$ cat config.mk
export PLATFORM = sky130hd
export DESIGN_NAME = moving_rms_meter
export DESIGN_NICKNAME = d
export VERILOG_FILES = /design/src/mrm_pkg.sv /design/src/moving_rms_meter.sv
export VERILOG_INCLUDE_DIRS = /design/src /design/src/src
export SDC_FILE = /design/constraint.sdc
export NUM_CORES = 1
export LEC_CHECK = 0
export BUFFER_PORTS_ARGS = -buffer_cell sky130_fd_sc_hd__clkbuf_2
export CELL_PAD_IN_SITES_DETAIL_PLACEMENT = 2
export CELL_PAD_IN_SITES_GLOBAL_PLACEMENT = 2
export CORE_MARGIN = 2
export CORE_UTILIZATION = 40
export DETAILED_ROUTE_END_ITERATION = 10
export PLACE_DENSITY_LB_ADDON = 0.05
export SLEW_MARGIN = 10
export SYNTH_ARGS = -nofsm -noshare
export SYNTH_HDL_FRONTEND = slang
export SYNTH_SLANG_ARGS = --single-unit
$ cat constraint.sdc
create_clock -name clk_i -period 9.6 [get_ports clk_i]
set_input_delay 0.48 -clock clk_i [delete_from_list [all_inputs] [get_ports clk_i]]
set_output_delay 0.48 -clock clk_i [all_outputs]
set_load 0.01 [all_outputs]
$ cat src/moving_rms_meter_defines.svh
// assertion macros for the moving rms meter
// used by moving_rms_meter.sv, needs clk_i and rst_ni in the including module
`ifndef MOVING_RMS_METER_DEFINES_SVH
`define MOVING_RMS_METER_DEFINES_SVH

// same-cycle implication
`define MRM_ASSERT_NOW(label, ante, cons, msg) \
  label: assert property (@(posedge clk_i) disable iff (!rst_ni) (ante) |-> (cons)) \
    else $error(msg);

// next-cycle implication
`define MRM_ASSERT_NEXT(label, ante, cons, msg) \
  label: assert property (@(posedge clk_i) disable iff (!rst_ni) (ante) |=> (cons)) \
    else $error(msg);

`endif

$ cat src/mrm_pkg.sv
// package of the moving rms meter: widths, constants, register map, states
// no dependencies
package mrm_pkg;

  localparam int WINDOW_DEF = 10;
  localparam int SAMPLE_W   = 8;
  localparam int FS_W       = 13;
  localparam int Q_W        = 16;
  localparam int MV_W       = 13;
  localparam int PROD_W     = Q_W + FS_W;
  localparam int RAD_W      = 2 * Q_W;
  localparam int SREM_W     = Q_W + 2;
  localparam int STEP_W     = 4;
  localparam int ADDR_W     = 3;

  localparam logic [FS_W-1:0] FS_RESET = 13'd2980;
  localparam logic [Q_W-1:0]  Q8_FULL  = 16'd65280;

  // divide by 65280 as a drop of 8 bits, then multiply by the reciprocal of 255
  localparam int                 SCL_DROP = 8;
  localparam int                 RECIP_W  = 24;
  localparam int                 RECIP_SH = 31;
  localparam logic [RECIP_W-1:0] MV_RECIP = 24'h808081;

  localparam logic [0:0] REG_FULL_SCALE = 1'b0;

  typedef enum logic [2:0] {
    ST_IDLE,
    ST_UPD,
    ST_DSTART,
    ST_DIV1,
    ST_SQRT,
    ST_MUL,
    ST_DIV2,
    ST_OUT
  } mrm_state_e;

endpackage

$ cat src/moving_rms_meter.sv
// moving rms meter: ring of samples in a memory, running sum of squares,
// restoring divider for the mean square and bit-serial square root; needs mrm_pkg
// and moving_rms_meter_defines.svh
//
// channel   dir  fields (low bit up)
// s_axis    in   tdata: sample[7:0]
// m_axis    out  tdata: rms_q8[15:0], rms_mv[28:16], zero[31:29]; tuser: window_full
// apb       in   register 0 at byte address 0: full_scale_mv[12:0]
//
// an item goes from request to the next ready through a ring update, a divider load,
// 16 mean-square divide steps, 16 root steps, a multiply, millivolt scaling by
// reciprocal, an output load (held while the last result is untaken), back to idle
// the divider and the root unit each resolve one result bit per cycle
// a finished result waits in the output register while the next sample is taken
// reset needs no clearing pass: slots not yet written read as zero by fill count
`include "moving_rms_meter_defines.svh"

module moving_rms_meter #(
  parameter int WINDOW = mrm_pkg::WINDOW_DEF
) (
  input  logic                        clk_i,
  input  logic                        rst_ni,
  input  logic                        s_axis_tvalid,
  output logic                        s_axis_tready,
  input  logic [mrm_pkg::SAMPLE_W-1:0] s_axis_tdata,  // sample
  output logic                        m_axis_tvalid,
  input  logic                        m_axis_tready,
  output logic [31:0]                 m_axis_tdata,  // rms_q8, rms_mv, zero pad
  output logic                        m_axis_tuser,  // window_full
  input  logic                        psel,
  input  logic                        penable,
  input  logic                        pwrite,
  input  logic [mrm_pkg::ADDR_W-1:0]  paddr,
  input  logic [31:0]                 pwdata,
  output logic [31:0]                 prdata,
  output logic                        pready
);
  import mrm_pkg::*;

  localparam int SUM_W   = $clog2(WINDOW * 65025 + 1);
  localparam int CNT_W   = $clog2(WINDOW + 1);
  localparam int POS_W   = (WINDOW > 1) ? $clog2(WINDOW) : 1;
  localparam int DV_W    = (SUM_W > PROD_W) ? SUM_W : PROD_W;
  localparam int SCL_W   = DV_W - SCL_DROP;
  localparam int SCL_P_W = SCL_W + RECIP_W;

  mrm_state_e state_q, state_d;

  logic [SAMPLE_W-1:0] win_mem [WINDOW];
  logic [SAMPLE_W-1:0] rdata_q;
  logic                mem_re, mem_we;

  logic [SAMPLE_W-1:0] smp_q, smp_d;
  logic [SUM_W-1:0]    sum_q, sum_d;
  logic [CNT_W-1:0]    cnt_q, cnt_d;
  logic [POS_W-1:0]    pos_q, pos_d;
  logic [FS_W-1:0]     fs_q, fs_d;

  logic [DV_W-1:0]     rem_q, rem_d;
  logic [DV_W-1:0]     dsh_q, dsh_d;
  logic [Q_W-1:0]      quo_q, quo_d;
  logic [STEP_W-1:0]   step_q, step_d;
  logic [RAD_W-1:0]    rad_q, rad_d;
  logic [SREM_W-1:0]   srem_q, srem_d;
  logic [Q_W-1:0]      root_q, root_d;
  logic [Q_W-1:0]      rms_q, rms_d;
  logic [MV_W-1:0]     mv_q, mv_d;

  logic                ovalid_q, ovalid_d;
  logic [Q_W-1:0]      orms_q, orms_d;
  logic [MV_W-1:0]     omv_q, omv_d;
  logic                ofull_q, ofull_d;

  logic                full;
  logic [SAMPLE_W-1:0] old_smp;
  logic [2*SAMPLE_W-1:0] old_sq, new_sq;
  logic                div_ge;
  logic [Q_W-1:0]      quo_next;
  logic [SREM_W+1:0]   srem_t, srem_trial;
  logic                sq_ge;
  logic [Q_W-1:0]      root_next;
  logic [PROD_W-1:0]   prod;
  logic [SCL_P_W-1:0]  scl_prod;
  logic                cfg_we;

  // config port
  assign pready = 1'b1;
  assign cfg_we = psel && penable && pwrite && (paddr[ADDR_W-1:2] == REG_FULL_SCALE);
  always_comb begin
    prdata = '0;
    if (paddr[ADDR_W-1:2] == REG_FULL_SCALE) begin
      prdata[FS_W-1:0] = fs_q;
    end
  end
  assign fs_d = cfg_we ? pwdata[FS_W-1:0] : fs_q;

  // window memory
  always_ff @(posedge clk_i) begin
    if (mem_we) begin
      win_mem[pos_q] <= smp_q;
    end
    if (mem_re) begin
      rdata_q <= win_mem[pos_q];
    end
  end

  assign full      = (cnt_q == CNT_W'(WINDOW));
  assign old_smp   = full ? rdata_q : '0;
  assign old_sq    = old_smp * old_smp;
  assign new_sq    = smp_q * smp_q;

  assign div_ge    = (rem_q >= dsh_q);
  assign quo_next  = {quo_q[Q_W-2:0], div_ge};

  assign srem_t     = {srem_q, rad_q[RAD_W-1 -: 2]};
  assign srem_trial = {2'b00, root_q, 2'b01};
  assign sq_ge      = (srem_t >= srem_trial);
  assign root_next  = {root_q[Q_W-2:0], sq_ge};

  assign prod = PROD_W'(rms_q) * PROD_W'(fs_q);

  // product over 256, times the reciprocal of 255
  assign scl_prod = SCL_P_W'(rem_q[DV_W-1:SCL_DROP]) * SCL_P_W'(MV_RECIP);

  assign s_axis_tready = (state_q == ST_IDLE);
  assign m_axis_tvalid = ovalid_q;
  assign m_axis_tdata  = {{(32 - Q_W - MV_W){1'b0}}, omv_q, orms_q};
  assign m_axis_tuser  = ofull_q;

  always_comb begin
    state_d  = state_q;
    mem_re   = 1'b0;
    mem_we   = 1'b0;
    smp_d    = smp_q;
    sum_d    = sum_q;
    cnt_d    = cnt_q;
    pos_d    = pos_q;
    rem_d    = rem_q;
    dsh_d    = dsh_q;
    quo_d    = quo_q;
    step_d   = step_q;
    rad_d    = rad_q;
    srem_d   = srem_q;
    root_d   = root_q;
    rms_d    = rms_q;
    mv_d     = mv_q;
    ovalid_d = ovalid_q && !m_axis_tready;
    orms_d   = orms_q;
    omv_d    = omv_q;
    ofull_d  = ofull_q;
    case (state_q)
      ST_IDLE: begin
        if (s_axis_tvalid) begin
          smp_d   = s_axis_tdata;
          mem_re  = 1'b1;
          state_d = ST_UPD;
        end
      end
      ST_UPD: begin
        sum_d  = sum_q - SUM_W'(old_sq) + SUM_W'(new_sq);
        mem_we = 1'b1;
        pos_d  = (pos_q == POS_W'(WINDOW - 1)) ? '0 : pos_q + 1'b1;
        if (!full) begin
          cnt_d = cnt_q + 1'b1;
        end
        state_d = ST_DSTART;
      end
      ST_DSTART: begin
        rem_d   = DV_W'(sum_q);
        dsh_d   = DV_W'(cnt_q) << (Q_W - 1);
        quo_d   = '0;
        step_d  = STEP_W'(Q_W - 1);
        state_d = ST_DIV1;
      end
      ST_DIV1: begin
        if (div_ge) begin
          rem_d = rem_q - dsh_q;
        end
        dsh_d  = dsh_q >> 1;
        quo_d  = quo_next;
        step_d = step_q - 1'b1;
        if (step_q == '0) begin
          rad_d   = {quo_next, {Q_W{1'b0}}};
          srem_d  = '0;
          root_d  = '0;
          step_d  = STEP_W'(Q_W - 1);
          state_d = ST_SQRT;
        end
      end
      ST_SQRT: begin
        srem_d = sq_ge ? SREM_W'(srem_t - srem_trial) : SREM_W'(srem_t);
        root_d = root_next;
        rad_d  = rad_q << 2;
        step_d = step_q - 1'b1;
        if (step_q == '0) begin
          rms_d   = root_next;
          state_d = ST_MUL;
        end
      end
      ST_MUL: begin
        rem_d   = DV_W'(prod);
        state_d = ST_DIV2;
      end
      ST_DIV2: begin
        mv_d    = scl_prod[RECIP_SH +: MV_W];
        state_d = ST_OUT;
      end
      ST_OUT: begin
        if (!ovalid_q || m_axis_tready) begin
          ovalid_d = 1'b1;
          orms_d   = rms_q;
          omv_d    = mv_q;
          ofull_d  = full;
          state_d  = ST_IDLE;
        end
      end
      default: begin
        state_d = ST_IDLE;
      end
    endcase
  end

  always_ff @(posedge clk_i or negedge rst_ni) begin
    if (!rst_ni) begin
      state_q  <= ST_IDLE;
      sum_q    <= '0;
      cnt_q    <= '0;
      pos_q    <= '0;
      fs_q     <= FS_RESET;
      ovalid_q <= 1'b0;
    end else begin
      state_q  <= state_d;
      sum_q    <= sum_d;
      cnt_q    <= cnt_d;
      pos_q    <= pos_d;
      fs_q     <= fs_d;
      ovalid_q <= ovalid_d;
    end
  end

  always_ff @(posedge clk_i) begin
    smp_q  <= smp_d;
    rem_q  <= rem_d;
    dsh_q  <= dsh_d;
    quo_q  <= quo_d;
    step_q <= step_d;
    rad_q  <= rad_d;
    srem_q <= srem_d;
    root_q <= root_d;
    rms_q  <= rms_d;
    mv_q   <= mv_d;
    orms_q <= orms_d;
    omv_q  <= omv_d;
    ofull_q <= ofull_d;
  end

  `MRM_ASSERT_NEXT(a_accept_updates, s_axis_tvalid && s_axis_tready, state_q == ST_UPD, "request accepted but ring update skipped")
  `MRM_ASSERT_NOW(a_cnt_sat, 1'b1, cnt_q <= CNT_W'(WINDOW), "sample count beyond window")
  `MRM_ASSERT_NOW(a_div_bound, state_q == ST_DIV1, ({1'b0, rem_q} < {dsh_q, 1'b0}), "divider remainder out of range")
  `MRM_ASSERT_NOW(a_sqrt_bound, state_q == ST_SQRT, (srem_q <= {1'b0, root_q, 1'b0}), "root remainder out of range")

endmodule

==> results.ini <==
[clock_tree]
htree_levels = 2
cts_resized = 0
clk_latency_ns = 0.59
postCtsHoldBufs = 0
clk_pin_slew_ns = 0.07
post_cts_buffers = 0
cts_tree = yes
root_buffer = clkbuf_16
cts.sinks = 317
cts_buffers = 41
clock_tree.buffer_depth = 3

[placement]
gp_congestion = 0.820
dp_worst_setup_slack_ns = 2.08
io_buffers = 73
post-place-cells = 3622
hpwlAfterDp_mm = 61.4

[global_route]
grt_max_degree = 53
antenna_found_initial = 0
grt_pass1_wl_mm = 128
grt_pass1_vias = 22500
track_usage = 0.229
gr-total-overflow = 0

[yosys]
ys_top_cells_by_area = edfxtp_1 (29%), fa_1 (19%), ha_1 (14%), inv_1 (6.0%), nand2_1 (4.2%)
yosys-mux-area-fraction = 0.0236
syn_inst = 2699
synth-xor-area-share = 0.0276
yosys.area_share.adder = 0.322
yosysWarningCount = 0
ys_seq_area_frac = 0.333
synth_top_family_by_area = adder cells
synth_seq_cells = 317
ys_types = 84
synth_compound_area_frac = 0.0860
yosys.area_share.simple = 0.127
synth_top_area_frac = 0.292
synthArstFlopShare = 0.142
synth_ff_type = edfxtp_1
yosys.area.top_type = edfxtp_1
synth_area_mm2 = 0.0279
synth_edf_count = 272
syn_area_per_cell_um2 = 10.4

[run_status]
status = complete, but fails checks
violations = negative hold slack

[detailed_routing]
routedWlPerCell_um = 21.5
finalWirelength_mm = 79.5
ant_nets = 0
vias_per_cell = 5.25
via_count = 19400
drc = 0
firstDrtPassIters = 4
drt_first_iter_violations = 808

[critical_path]
cp-startpoint = cnt_q[0]
cp-end-kind = register
path_class = reg -> reg
cp.arrival_ns = 8.01
worstPathRequired_ns = 10.06
startpoint_type = register
worstPathMaxFanout = 8
r2r_start = cnt_q[0]

[timing]
timing.fmax_ghz = 0.132
final.setup_skew_ns = 0.0434
whs_ns = -0.00588
relSlewSlack = 0.183
drv_slew = 0
tns_ns = 0
worst_pin_slew_ns = 1.22
setup_viol = 0
hold_viol_final = 3
grt_setup_unrepaired = no
fin_crit_sh = 0.786
fin_ws_ns = 2.05
fin_crit_ns = 7.55

[finish]
nets = 3347
fill_cells = 7257
drive_gt1_frac = 0.0842
finalNonFillerCells = 3699
layout_common_cells = inv_1 (449), nand2_1 (309), ha_1 (304)
final_common_cell = inv_1
synthToLayoutAreaGrowth_pct = 9.86

[hold_path]
min_path_type = in -> async

[floorplan]
initial_core_util = 0.406
fp.dieArea_mm2 = 0.0720
die_h_um = 268
num_rows = 96
core_mm2 = 0.0688
io_pins = 118
fp.dieW_um = 268

[job]
drv_cap = 0

[cells in the mapped netlist (all sizes together) (12+ instances only)]
| library cell | number |
|---|---|
| a21oi | 91 |
| mux2 | 15 |
| nor2b | 34 |
| fa | 259 |
| nand3 | 53 |
| dfrtp | 39 |
| nor3 | 33 |
| mux2i | 13 |
| and3 | 22 |
| a31oi | 12 |
| buf | 33 |
| ha | 304 |
| a211oi | 30 |
| xor2 | 33 |
| nand2 | 311 |
| inv | 449 |
| nor2 | 111 |
| clkbuf | 87 |
| and2 | 110 |
| xnor2 | 55 |
| nand2b | 15 |
| o21ai | 93 |
| edfxtp | 272 |
| mux4 | 16 |
| o21a | 14 |
| a21o | 38 |
[cells by family (layout without fill, tap and decap cells)]
logic type / after synthesis / after routing
AO/OA/AOI/OAI: 368 / 368
adder cells (fa/ha/maj): 563 / 563
buffers and inverters: 570 / 617
XOR/XNOR: 88 / 88
multiplexers: 44 / 44
other: 2 / 24
AND/OR/NAND/NOR: 747 / 747
flip-flops: 317 / 317
[state kept, by name (all words and copies together), names as in the netlist, 13 cells and up]
name,count
dsh_q,19
fs_q,13
mv_q,13
omv_q,13
orms_q,16
quo_q,15
rad_q,16
rem_q,29
rms_q,16
root_q,16
srem_q,18
sum_q,20
win_mem,80
[path summary, 6_finish.rpt]
kind,end,slack (ns),depth (start not counted)
min in group clk_i,smp_q[3],0.06,1
worst min register to register,omv_q[2],0.42,0
worst max-delay path,sum_q[19],2.05,23
max in group asynchronous,sum_q[18],9.08,2
worst max register to register,sum_q[19],2.05,23
worst min-delay path,fs_q[6],-0.006,2
[worst max-delay path, stage by stage (launching register included)]
cell,delay [ns]
dfrtp_1,0.40
inv_1,0.12
ha_1,0.16
nand2_1,0.06
nor2_1,0.42
and2_1,0.45
nand2_1,0.22
fa_1,0.61
fa_1,0.44
fa_1,0.48
fa_1,0.52
fa_1,0.56
inv_1,0.06
fa_1,0.53
inv_1,0.04
ha_1,0.35
o21ai_0,0.23
nor2_1,0.10
a2111oi_0,0.46
a21oi_1,0.21
a221o_1,0.38
a211oi_1,0.33
mux2i_1,0.22
o21ai_1,0.08
[routing by layer]
| layer | GRT usage | routed length (um) |
|---|---|---|
| met1 | 0.287 | 34300 |
| met2 | 0.424 | 41900 |
| met3 | 0.0223 | 1800 |
| met4 | 0.0482 | 1580 |
| met5 | 0 | 0 |
[metrics by stage]
step           utilization  area (um^2)
2_1_floorplan            -        28000
3_3_place_gp         0.424        29200
3_5_place_dp         0.424        29200
4_1_cts              0.446        30700
5_1_grt              0.446        30700
6_report             0.446        30700
[cell type report]
| class | count | area (um^2) | area share |
|---|---|---|---|
| Antenna cell | 1 | 2.50 | 0.0000815 |
| Clock buffer | 56 | 1160 | 0.0379 |
| Clock inverter | 20 | 354 | 0.0115 |
| Inverter | 450 | 1690 | 0.0550 |
| Multi-Input combinational cell | 1833 | 16500 | 0.538 |
| Sequential cell | 317 | 9300 | 0.303 |
| Tap cell | 931 | 1160 | 0.0380 |
| Timing Repair Buffer | 91 | 500 | 0.0163 |
Power is left out: the tool's default activity adds up to more than one toggle a clock period on the data nets, which glitch-free logic cannot reach.
